## src/tmds_pkg.sv

```systemverilog
`default_nettype none
package tmds_pkg;

	localparam int ROWS_DEFAULT          = 3;
	localparam int COLS_DEFAULT          = 3;
	localparam int COUNTER_WIDTH_DEFAULT = 4;

	localparam int LIMIT_W     = 4;
	localparam int CFG_IDX_W   = 2;
	localparam int LED_W       = 2;

	localparam logic [LIMIT_W-1:0] LOWER_RESET = 4'd2;
	localparam logic [LIMIT_W-1:0] UPPER_RESET = 4'd6;
	localparam logic [LED_W-1:0]   LED_LAST    = 2'd2;

	typedef enum logic [CFG_IDX_W-1:0] {
		CFG_LOWER_LIMIT = 2'd0,
		CFG_UPPER_LIMIT = 2'd1
	} cfg_reg_t;

	typedef struct packed {
		logic [LIMIT_W-1:0] lower;
		logic [LIMIT_W-1:0] upper;
	} limits_t;

endpackage
`default_nettype wire

```

## src/tmds_if.sv

```systemverilog
`default_nettype none
interface tmds_in_if #(
	parameter int COLS = tmds_pkg::COLS_DEFAULT
);
	logic            valid;
	logic            ready;
	logic [COLS-1:0] column_samples;

	modport source (output valid, output column_samples, input ready);
	modport sink   (input valid, input column_samples, output ready);
endinterface

interface tmds_out_if #(
	parameter int COLS  = tmds_pkg::COLS_DEFAULT,
	parameter int ROW_W = 2,
	parameter int KEY_W = 4
);
	logic                       valid;
	logic                       ready;
	logic [ROW_W-1:0]           scanned_row;
	logic                       press_event;
	logic [KEY_W-1:0]           key_index;
	logic [tmds_pkg::LED_W-1:0] led_value;
	logic [COLS-1:0]            pressed_flags;

	modport source (
		output valid, output scanned_row, output press_event, output key_index,
		output led_value, output pressed_flags, input ready
	);
	modport sink (
		input valid, input scanned_row, input press_event, input key_index,
		input led_value, input pressed_flags, output ready
	);
endinterface

interface tmds_cfg_if;
	logic                           valid;
	logic                           ready;
	logic [tmds_pkg::CFG_IDX_W-1:0] index;
	logic [tmds_pkg::LIMIT_W-1:0]   data;

	modport source (output valid, output index, output data, input ready);
	modport sink   (input valid, input index, input data, output ready);
endinterface
`default_nettype wire

```

## src/tmds_cfg_regs.sv

```systemverilog
`default_nettype none
module tmds_cfg_regs (
	input  wire logic         clk,
	input  wire logic         arst_n,
	tmds_cfg_if.sink          cfg,
	output tmds_pkg::limits_t limits
);

	tmds_pkg::limits_t limits_q;

	assign cfg.ready = 1'b1;
	assign limits    = limits_q;

	always_ff @(posedge clk or negedge arst_n) begin
		if (!arst_n) begin
			limits_q.lower <= tmds_pkg::LOWER_RESET;
			limits_q.upper <= tmds_pkg::UPPER_RESET;
		end else if (cfg.valid) begin
			case (cfg.index)
				tmds_pkg::CFG_LOWER_LIMIT: limits_q.lower <= cfg.data;
				tmds_pkg::CFG_UPPER_LIMIT: limits_q.upper <= cfg.data;
				default: ;
			endcase
		end
	end

endmodule
`default_nettype wire

```

## src/tmds_pad_cell.sv

```systemverilog
`default_nettype none
module tmds_pad_cell #(
	parameter int COUNTER_WIDTH = tmds_pkg::COUNTER_WIDTH_DEFAULT
) (
	input  wire tmds_pkg::limits_t        limits,
	input  wire logic [COUNTER_WIDTH-1:0] cnt,
	input  wire logic                     pressed,
	input  wire logic                     touched,
	output logic      [COUNTER_WIDTH-1:0] cnt_next,
	output logic                          pressed_next,
	output logic                          press
);

	localparam int EW = ((COUNTER_WIDTH > tmds_pkg::LIMIT_W) ?
		COUNTER_WIDTH : tmds_pkg::LIMIT_W) + 2;

	logic signed [EW-1:0] v;
	logic signed [EW-1:0] lo;
	logic signed [EW-1:0] hi;
	logic                 held;

	always_comb begin
		lo = $signed(EW'(limits.lower));
		hi = $signed(EW'(limits.upper));
		v  = touched ? $signed(EW'(cnt) + EW'(1)) : $signed(EW'(cnt) - EW'(1));
		// lower clamp first, upper clamp wins on crossed limits
		if (v < lo) begin
			v = lo;
		end
		if (v > hi) begin
			v = hi;
		end
		cnt_next = v[COUNTER_WIDTH-1:0];

		held = pressed && (EW'(cnt_next) > EW'(limits.lower));
		press = !held && (EW'(cnt_next) >= EW'(limits.upper));
		pressed_next = held || press;
	end

endmodule
`default_nettype wire

```

## src/touch_matrix_debounce_scanner.sv

```systemverilog
`default_nettype none
// Touch pad matrix scanner with integrating debounce and hysteresis.
// sample_in : one transfer per scan tick, carrying the column samples of the
//             row selected by an internal row counter (0 .. ROWS-1, wrapping).
// result_out: one transfer per accepted scan: scanned row, press event with
//             key index and advanced LED state, and the row's pressed flags.
// cfg       : register writes, index 0 lower limit, index 1 upper limit;
//             always ready, other indexes are dropped. Write only when idle.
// Path:    an accepted scan sits in the input register and its result is
//          loaded into the output register when the output register can
//          advance (empty, or its result taken by result_out).
// Throughput: one scan per cycle unless result_out stalls; the pad update is
//          a single pass over one row of counters between the two registers.
// Stall: when result_out is not ready the output register holds its result,
//          the input register holds one further scan, then sample_in.ready
//          drops until the result is taken.
// Reset: row counter 0, pad counters at the reset lower limit (2), all pads
//          released, LED states 0, limits 2 and 6, both registers empty.
module touch_matrix_debounce_scanner #(
	parameter int ROWS          = tmds_pkg::ROWS_DEFAULT,
	parameter int COLS          = tmds_pkg::COLS_DEFAULT,
	parameter int COUNTER_WIDTH = tmds_pkg::COUNTER_WIDTH_DEFAULT
) (
	input  wire logic clk,
	input  wire logic arst_n,
	tmds_in_if.sink   sample_in,
	tmds_out_if.source result_out,
	tmds_cfg_if.sink  cfg
);

	localparam int PADS  = ROWS * COLS;
	localparam int ROW_W = (ROWS > 1) ? $clog2(ROWS) : 1;
	localparam int KEY_W = (PADS > 1) ? $clog2(PADS) : 1;
	localparam int COL_W = (COLS > 1) ? $clog2(COLS) : 1;
	localparam int LW    = tmds_pkg::LED_W;

	tmds_pkg::limits_t limits;

	logic [COUNTER_WIDTH-1:0] cnt_q     [ROWS][COLS];
	logic                     pressed_q [ROWS][COLS];
	logic [LW-1:0]            led_q     [ROWS][COLS];
	logic [ROW_W-1:0]         row_q;

	logic                     valid_s1;
	logic [COLS-1:0]          samples_s1;

	logic                     out_valid_q;
	logic [ROW_W-1:0]         row_out_q;
	logic                     event_q;
	logic [KEY_W-1:0]         key_q;
	logic [LW-1:0]            led_out_q;
	logic [COLS-1:0]          flags_q;

	logic                     adv;
	logic                     fire;
	logic [ROW_W-1:0]         row_eff;
	logic [ROW_W-1:0]         row_nxt;
	logic [KEY_W-1:0]         row_base;
	logic [COUNTER_WIDTH-1:0] cnt_new [COLS];
	logic [COLS-1:0]          flags_new;
	logic [COLS-1:0]          press;
	logic                     ev;
	logic [COL_W-1:0]         sel;
	logic [LW-1:0]            led_cur;
	logic [LW-1:0]            led_new;

	tmds_cfg_regs u_cfg (
		.clk    (clk),
		.arst_n (arst_n),
		.cfg    (cfg),
		.limits (limits)
	);

	assign adv             = !out_valid_q || result_out.ready;
	assign fire            = valid_s1 && adv;
	assign sample_in.ready = !valid_s1 || adv;

	assign row_eff  = (32'(row_q) >= ROWS) ? '0 : row_q;
	assign row_nxt  = (32'(row_eff) + 1 >= ROWS) ? '0 : row_eff + ROW_W'(1);
	assign row_base = KEY_W'(row_eff) * KEY_W'(COLS);

	for (genvar c = 0; c < COLS; c++) begin : g_pad
		tmds_pad_cell #(
			.COUNTER_WIDTH (COUNTER_WIDTH)
		) u_pad (
			.limits       (limits),
			.cnt          (cnt_q[row_eff][c]),
			.pressed      (pressed_q[row_eff][c]),
			.touched      (samples_s1[c]),
			.cnt_next     (cnt_new[c]),
			.pressed_next (flags_new[c]),
			.press        (press[c])
		);
	end

	// highest column wins
	always_comb begin
		ev  = 1'b0;
		sel = '0;
		for (int c = 0; c < COLS; c++) begin
			if (press[c]) begin
				ev  = 1'b1;
				sel = COL_W'(c);
			end
		end
		led_cur = led_q[row_eff][sel];
		led_new = (led_cur >= tmds_pkg::LED_LAST) ? '0 : led_cur + LW'(1);
	end

	always_ff @(posedge clk or negedge arst_n) begin
		if (!arst_n) begin
			valid_s1 <= 1'b0;
		end else if (sample_in.ready) begin
			valid_s1 <= sample_in.valid;
		end
	end

	always_ff @(posedge clk) begin
		if (sample_in.ready && sample_in.valid) begin
			samples_s1 <= sample_in.column_samples;
		end
	end

	always_ff @(posedge clk or negedge arst_n) begin
		if (!arst_n) begin
			row_q <= '0;
			for (int r = 0; r < ROWS; r++) begin
				for (int c = 0; c < COLS; c++) begin
					cnt_q[r][c]     <= COUNTER_WIDTH'(tmds_pkg::LOWER_RESET);
					pressed_q[r][c] <= 1'b0;
					led_q[r][c]     <= '0;
				end
			end
		end else if (fire) begin
			row_q <= row_nxt;
			for (int c = 0; c < COLS; c++) begin
				cnt_q[row_eff][c]     <= cnt_new[c];
				pressed_q[row_eff][c] <= flags_new[c];
			end
			if (ev) begin
				led_q[row_eff][sel] <= led_new;
			end
		end
	end

	always_ff @(posedge clk or negedge arst_n) begin
		if (!arst_n) begin
			out_valid_q <= 1'b0;
		end else if (adv) begin
			out_valid_q <= valid_s1;
		end
	end

	always_ff @(posedge clk) begin
		if (fire) begin
			row_out_q <= row_eff;
			event_q   <= ev;
			key_q     <= ev ? row_base + KEY_W'(sel) : '0;
			led_out_q <= ev ? led_new : '0;
			flags_q   <= flags_new;
		end
	end

	assign result_out.valid         = out_valid_q;
	assign result_out.scanned_row   = row_out_q;
	assign result_out.press_event   = event_q;
	assign result_out.key_index     = key_q;
	assign result_out.led_value     = led_out_q;
	assign result_out.pressed_flags = flags_q;

`ifndef SYNTHESIS
	a_event_led: assert property (@(posedge clk) disable iff (!arst_n)
		result_out.valid && result_out.press_event |->
			result_out.led_value <= tmds_pkg::LED_LAST)
		else $error("press result with LED state out of range");

	a_quiet_fields: assert property (@(posedge clk) disable iff (!arst_n)
		result_out.valid && !result_out.press_event |->
			result_out.key_index == '0 && result_out.led_value == '0)
		else $error("key or LED set without press event");

	a_row_range: assert property (@(posedge clk) disable iff (!arst_n)
		result_out.valid |-> 32'(result_out.scanned_row) < ROWS)
		else $error("scanned row out of range");

	a_s1_hold: assert property (@(posedge clk) disable iff (!arst_n)
		valid_s1 && !adv |=> valid_s1 && $stable(samples_s1) && $stable(row_q))
		else $error("stalled scan lost from input register");
`endif

endmodule
`default_nettype wire
```

## src/flat_wrapper.sv

```systemverilog
// flat-port wrapper written by rule: the top's interface ports become plain ports
module touch_matrix_debounce_scanner_flat 
#(
	parameter int ROWS          = tmds_pkg::ROWS_DEFAULT,
	parameter int COLS          = tmds_pkg::COLS_DEFAULT,
	parameter int COUNTER_WIDTH = tmds_pkg::COUNTER_WIDTH_DEFAULT
)
  (clk, arst_n, sample_in_valid, sample_in_column_samples, sample_in_ready, result_out_valid, result_out_scanned_row, result_out_press_event, result_out_key_index, result_out_led_value, result_out_pressed_flags, result_out_ready, cfg_valid, cfg_index, cfg_data, cfg_ready);
  tmds_in_if #(.COLS(COLS)) sample_in_i ();
  tmds_out_if #(.COLS(COLS)) result_out_i ();
  tmds_cfg_if cfg_i ();
  input  wire logic clk;
  input  wire logic arst_n;
  input wire logic [$bits(sample_in_i.valid)-1:0] sample_in_valid;
  input wire logic [$bits(sample_in_i.column_samples)-1:0] sample_in_column_samples;
  output wire logic [$bits(sample_in_i.ready)-1:0] sample_in_ready;
  output wire logic [$bits(result_out_i.valid)-1:0] result_out_valid;
  output wire logic [$bits(result_out_i.scanned_row)-1:0] result_out_scanned_row;
  output wire logic [$bits(result_out_i.press_event)-1:0] result_out_press_event;
  output wire logic [$bits(result_out_i.key_index)-1:0] result_out_key_index;
  output wire logic [$bits(result_out_i.led_value)-1:0] result_out_led_value;
  output wire logic [$bits(result_out_i.pressed_flags)-1:0] result_out_pressed_flags;
  input wire logic [$bits(result_out_i.ready)-1:0] result_out_ready;
  input wire logic [$bits(cfg_i.valid)-1:0] cfg_valid;
  input wire logic [$bits(cfg_i.index)-1:0] cfg_index;
  input wire logic [$bits(cfg_i.data)-1:0] cfg_data;
  output wire logic [$bits(cfg_i.ready)-1:0] cfg_ready;
  assign sample_in_i.valid = sample_in_valid;
  assign sample_in_i.column_samples = sample_in_column_samples;
  assign sample_in_ready = sample_in_i.ready;
  assign result_out_valid = result_out_i.valid;
  assign result_out_scanned_row = result_out_i.scanned_row;
  assign result_out_press_event = result_out_i.press_event;
  assign result_out_key_index = result_out_i.key_index;
  assign result_out_led_value = result_out_i.led_value;
  assign result_out_pressed_flags = result_out_i.pressed_flags;
  assign result_out_i.ready = result_out_ready;
  assign cfg_i.valid = cfg_valid;
  assign cfg_i.index = cfg_index;
  assign cfg_i.data = cfg_data;
  assign cfg_ready = cfg_i.ready;
  touch_matrix_debounce_scanner #(.ROWS(ROWS), .COLS(COLS), .COUNTER_WIDTH(COUNTER_WIDTH)) u_core (.clk(clk), .arst_n(arst_n), .sample_in(sample_in_i), .result_out(result_out_i), .cfg(cfg_i));
endmodule
```

## config.mk

```make
export PLATFORM = sky130hd
export DESIGN_NAME = touch_matrix_debounce_scanner_flat
export DESIGN_NICKNAME = d
export VERILOG_FILES = /design/src/tmds_pkg.sv /design/src/tmds_if.sv /design/src/tmds_cfg_regs.sv /design/src/tmds_pad_cell.sv /design/src/touch_matrix_debounce_scanner.sv /design/src/flat_wrapper.sv
export SDC_FILE = /design/constraint.sdc
export NUM_CORES = 1
export LEC_CHECK = 0
export ABC_AREA = 1
export BUFFER_PORTS_ARGS = -buffer_cell sky130_fd_sc_hd__buf_2
export CORE_ASPECT_RATIO = 1.2
export CORE_MARGIN = 2
export CORE_UTILIZATION = 25
export DETAILED_ROUTE_END_ITERATION = 7
export GPL_TIMING_DRIVEN = 0
export MAX_ROUTING_LAYER = met4
export PLACE_DENSITY = 0.39
export SLEW_MARGIN = 20
export SYNTH_ARGS = -nofsm -noshare
export SYNTH_HDL_FRONTEND = slang
export SYNTH_SLANG_ARGS = --single-unit
```

## constraint.sdc

```tcl
create_clock -name clk -period 18.2 [get_ports clk]
set_clock_uncertainty 0.15 [all_clocks]
set_input_delay 0.91 -clock clk [delete_from_list [all_inputs] [get_ports clk]]
set_output_delay 0.91 -clock clk [all_outputs]
set_load 0.01 [all_outputs]
```

**Yosys cells after proc, flatten, opt, wreduce, memory -nomap -nowiden**

Index checks and enable logic that the tools add are counted.

- $add $sub $neg: 10
- Multipliers: 1
- $lt $le $gt $ge: 19
- Equality and inequality tests: 1
- Multiplexer cells: 52
- Bitwise operators: 2
- Reduce and logical (&&, ||, !) cells: 24

Operators by type and width:

| cell | count |
|---|---|
| $bwmux 36 | 3 |
| $demux 12 s2 | 3 |
| $mux 6 | 9 |
| $mux 12 | 3 |
| $ge 32x2->1 const B | 1 |
| $bwmux 9 | 3 |
| $bmux 12 s2 | 1 |
| $bwmux 18 | 1 |
| $demux 3 s2 | 3 |
| $gt 6x5->1 | 3 |
| $lt 6x5->1 | 3 |
| $mux 2 | 8 |
| $mux 4 | 4 |
| $add 4x1->5 const B | 3 |
| $sub 4x1->5 const B | 3 |
| $bmux 6 s2 | 1 |
| $demux 6 s2 | 1 |
| $ge 4x4->1 | 3 |
| $gt 4x4->1 | 3 |
| $logic_and 1x1->1 | 10 |
| $mux 3 | 3 |
| $mux 8 | 1 |
| $bmux 3 s2 | 1 |
| $ge 3x3->1 const B | 2 |
| 15 further kinds | 33 |

- Bits in registers: 90
- Output and inout port bits: 15
- Logic and storage cells: 147

**Depth between registers and ports, before layout**

- Word-level depth: 26
- Depth in mapped cells: 47
- Depth with buffers taken out: 46

**Modules after synthesis**

From an unflattened synthesis, not the netlist that was laid out.

- Cell total of the unflattened synthesis: 830
- Area total of the unflattened synthesis: 6195.9 um^2

Modules (own cells, without submodules):

| module | instances | cells each | area an instance (um^2) |
|---|---|---|---|
| touch_matrix_debounce_scanner | 1 | 440 | 3782.4 |
| tmds_pad_cell | 3 | 117 | 685.7 |
| tmds_cfg_regs | 1 | 39 | 356.6 |

**Worst setup path after synthesis**

OpenSTA, ideal clock, no wires.

- Kind: register to register
- Start: reg u_core.row_q[1]
- End: reg u_core.key_q[2], in the netlist u_core.result_out.key_index[2] (data pin)
- Setup time: 0.127 ns
- Arrival time: 6.260 ns
- Data required time: 17.923 ns
- Slack: 11.663 ns
- Cell stages (with the launch flop): 44
- Period minus slack after synthesis: 6.537 ns
- Cells stage by stage: dfrtp_1 -> inv_1 -> ha_1 -> inv_2 -> buf_6 -> nand2_1 -> nand3_1 -> nand2_2 -> inv_1 -> ha_1 -> or2_2 -> a21boi_0 -> ha_1 -> inv_1 -> a21oi_1 -> o21a_1 -> o21a_1 -> nor3_1 -> [8 not listed] -> o21ai_0 -> nand2_2 -> nand2_2 -> nand2_1 -> nand2_1 -> ha_1 -> inv_1 -> nor2_1 -> o211ai_1 -> nand3_1 -> nand2_2 -> inv_1 -> ha_1 -> ha_1 -> inv_1 -> fa_1 -> or2_1 -> inv_1

- Word-level cells in the longest chain between the ends: 19

RTL lines:

| item | RTL line | text |
|---|---|---|
| from (decl) | touch_matrix_debounce_scanner.sv:42 | `logic [ROW_W-1:0] row_q;` |
| from (signal assigned) | touch_matrix_debounce_scanner.sv:135 | `row_q <= row_nxt;` |
| $ge 2x2->1 | touch_matrix_debounce_scanner.sv:78 | `assign row_eff = (32'(row_q) >= ROWS) ? '0 : row_q;` |
| $mux 2 * | touch_matrix_debounce_scanner.sv:78 |  |
| $not 2->3 (not written as such) | touch_matrix_debounce_scanner.sv:87, touch_matrix_debounce_scanner.sv:88 |  |
| $bmux 12 s2 | touch_matrix_debounce_scanner.sv:87 | `.cnt (cnt_q[row_eff][c]),` |
| $mux 12 (not written as such) (2 in series) | touch_matrix_debounce_scanner.sv:87 |  |
| $sub 4x1->5 or $add 4x1->5 (tied branches) | tmds_pad_cell.sv:25 | `v = touched ? $signed(EW'(cnt) + EW'(1)) : $signed(EW'(cnt) - EW'(1));` |
| $mux 6 | tmds_pad_cell.sv:25 |  |
| $lt 6x5->1 | tmds_pad_cell.sv:27 | `if (v < lo) begin` |
| [2 not listed] | n/a |  |
| $mux 4 | tmds_pad_cell.sv:30 | `if (v > hi) begin` |
| $gt 4x4->1 | tmds_pad_cell.sv:35 | `held = pressed && (EW'(cnt_next) > EW'(limits.lower));` |
| $logic_and 1x1->1 | tmds_pad_cell.sv:35 |  |
| $logic_not 1->1 | tmds_pad_cell.sv:36 | `press = !held && (EW'(cnt_next) >= EW'(limits.upper));` |
| $logic_and 1x1->1 | tmds_pad_cell.sv:36 |  |
| $mux 1 | touch_matrix_debounce_scanner.sv:101 | `if (press[c]) begin` |
| $mux 2 or $mux 1 (tied branches) | touch_matrix_debounce_scanner.sv:101 |  |
| $add 4x2->4 or $mux 1 (tied branches) | touch_matrix_debounce_scanner.sv:158, touch_matrix_debounce_scanner.sv:101 |  |
| to (signal assigned) | touch_matrix_debounce_scanner.sv:158 | `key_q <= ev ? row_base + KEY_W'(sel) : '0;` |
| to (decl) | touch_matrix_debounce_scanner.sv:50 | `logic [KEY_W-1:0] key_q;` |

Mark *: on every way between the ends. The rest lies on a longest branch, timed or not. The select of a mux whose other input is x is not followed.
A chain may end at the register's enable or synchronous reset.

==> impl_metrics.tcl <==
set metrics [dict create \
    status "complete, no violations" \
    setup_viol 0 \
    cts_buffers 9 \
    dominantRegCellSynth "dfrtp_1" \
    cp.arrival_ns 8.05 \
    layout-drive-gt1-share_pct 10.05 \
    routedWlPerCell_um 15.94 \
    maxCapViolCount 0 \
    drc 0 \
    final_common_cell "nand2_1" \
    synth_seq_cells 90 \
    grt_max_degree 43 \
    maxSlewHeadroom_pct 54.48 \
    grt.total_usage_pct 16.14 \
    min-delay-path-class "reg2reg" \
    cts_num_sinks 90 \
    seq_area_frac_synth_pct 37.93 \
    synth_edf_count 15 \
    clockBufferDepth 2 \
    portBuffers 27 \
    cts.repair.resized 0 \
    avgSynthCellArea_sq_um 7.421 \
    synth_nets 907 \
    fp.dieArea_sq_um 25980 \
    dpl.hpwl_mm 14.28 \
    start_kind "flop" \
    overflow 0 \
    period_minus_slack_ns 7.961 \
    placementRows 63 \
    finalHoldViolCount 0 \
    nets 946 \
    cp.required_ns 18.29 \
    drt_iter0_markers 284 \
    totalNegativeSetupSlack_ns 0 \
    syn-cell-area_sq_um 6175 \
    cp_max_fo 8 \
    worst_pin_slew_ns 0.6828 \
    critPathKind "reg2reg" \
    firstDrtPassIters 4 \
    postCtsSetupRepairBufs 0 \
    n_fill_cell 2697 \
    max_freq_ghz 0.1256 \
    cp-startpoint "u_core.row_q[1]$_DFFE_PN0P_" \
    core_area_sq_um 24510 \
    cts_tree "built" \
    end_kind "flop" \
    io_pins 29 \
    dp.cells 1185 \
    syn_to_final_growth_pct 14.10 \
    cp_slowest_stage_delay_ns 0.44 \
    post-route-util_pct 28.74 \
    cp_num_buf_inv 11 \
    insertion_delay_ns 0.36 \
    synth_cell_types 40 \
    async_flop_share_pct 83.33 \
    layout_common_cells "231 x nand2_1, 131 x inv_1, 87 x nand3_1, 63 x dfrtp_1, 62 x o21ai_0" \
    hold_path.startpoint "u_core.cnt_q[29]$_DFFE_PN1P_" \
    grt_pass1_vias 5509 \
    cts-root-buf "clkbuf_16" \
    avgViaCountPerCell 4.465 \
    antenna_found_initial 0 \
    die_x_um 147.5 \
    start_util_pct 25.19 \
    finalCritPeriodShare_pct 43.74 \
    rsz0062_at_grt "false" \
    vias 5362 \
    htree_levels 3 \
    finalNonFillerCells 1201 \
    wirelength_mm 19.15 \
    synthCells 832 \
    die_y_um 176.2 \
    crit_slowest_cell "o21ai_2" \
    antenna_left 0 \
    gp_congestion 0.7651 \
    crit_path_frequent_cell "inv_1" \
    critical-path-top-delay-family "adder cells" \
    ys_warn_count 0 \
    grt_pass1_wl_mm 30.91 \
    r2r-start "u_core.row_q[1]$_DFFE_PN0P_" \
    ctsHoldBuffers 0 \
    insertedDiodeCount 0 \
    slew_violations 0 \
    clk_pin_slew_ns 0.07 \
]
-- kinds of logic (layout without fill, tap and decap cells) --
group,after synthesis,after routing,share of synthesized area (%)
compound gates,127,127,11.41
xor+xnor,5,5,0.7093
fa+ha+maj,61,61,12.48
buf+inv,153,197,9.747
flops,90,90,37.93
other cells,1,1,0.06073
simple gates,395,395,27.66
-- Yosys cell counts (all sizes together), types with 3 or more instances --
| cell type | n | area share [%] |
|---|---|---|
| xor2 | 3 | 0.43 |
| a2bb2oi | 3 | 0.43 |
| edfxtp | 15 | 7.3 |
| o21ai | 80 | 6.7 |
| nand3b | 3 | 0.36 |
| or2 | 5 | 0.51 |
| nand4 | 9 | 0.91 |
| nor2 | 38 | 2.4 |
| nor3 | 3 | 0.24 |
| o211ai | 3 | 0.36 |
| ha | 60 | 12 |
| nand3 | 90 | 7.5 |
| dfrtp | 63 | 26 |
| dfstp | 12 | 5.1 |
| a21oi | 29 | 2.5 |
| nand2 | 239 | 15 |
| o21a | 8 | 0.97 |
| buf | 10 | 1.1 |
| clkbuf | 8 | 0.49 |
| and2 | 7 | 0.71 |
| inv | 135 | 8.2 |
-- worst paths after layout --
check	to	slack [ns]	cells after the start
max	u_core.result_out.key_index[2]$_SDFFCE_PN0P_	10.24	41
min	u_core.cnt_q[29]$_DFFE_PN1P_	0.32	2
max reg2reg	u_core.result_out.key_index[2]$_SDFFCE_PN0P_	10.24	41
min reg2reg	u_core.cnt_q[29]$_DFFE_PN1P_	0.32	2
max in group asynchronous	u_core.cnt_q[1]$_DFFE_PN1P_	16.81	2
min in group asynchronous	u_core.cnt_q[6]$_DFFE_PN0P_	0.39	1
-- worst register-to-register path, delay by kind of cell (launching register included) --
kind,cells,cell delay [ns]
AO/OA/AOI/OAI,11,1.96
adder cells (fa/ha/maj),9,2.53
buffers and inverters,11,1.01
flip-flops,1,0.37
AND/OR/NAND/NOR,10,1.77
-- registers in the layout (all words and copies together) (netlist names) --
| signal | count |
|---|---|
| u_core.result_out.pressed_flags | 3 |
| u_core.pressed_q | 9 |
| u_core.u_cfg.limits | 8 |
| u_core.led_q | 18 |
| u_core.result_out.scanned_row | 2 |
| u_core.result_out.led_value | 2 |
| u_core.result_out.press_event | 1 |
| u_core.samples_s1 | 3 |
| u_core.cnt_q | 36 |
| u_core.result_out.valid | 1 |
| u_core.result_out.key_index | 4 |
| u_core.row_q | 2 |
| u_core.valid_s1 | 1 |
-- routing by layer --
layer / global-route usage [%] / wire (um) / vias to the layer above
met3: 2.093 / 430 / 17
li1: - / - / 2758
met5: - / 0 / -
met1: 21.26 / 9466 / 2531
met2: 26.03 / 8919 / 56
met4: 4.848 / 331 / 0
-- layout make-up --
class	instances	area (sq um)	area share [%]
multi-input cells	589	3231	45.85
flip-flops and latches	90	2342	33.24
inverters	135	506.7	7.192
well taps	325	406.6	5.772
clock buffers	11	242.7	3.445
repair buffers	28	157.7	2.238
plain buffers	18	95.09	1.350
clock inverters	5	63.81	0.9057
-- metrics by stage --
stage | hold slack (ns) | setup slack (ns) | cell area, sq um
after floorplan | 0.2921 | 11.66 | 6175
after global placement | 0.3059 | 10.31 | 6716
after detailed placement | 0.3101 | 10.28 | 6739
after CTS | 0.3206 | 10.22 | 7046
after global routing | 0.3335 | 9.543 | 7046
final | 0.3202 | 10.24 | 7046
Power is left out: the tool's default activity adds up to more than one toggle a clock period on the data nets, which glitch-free logic cannot reach.
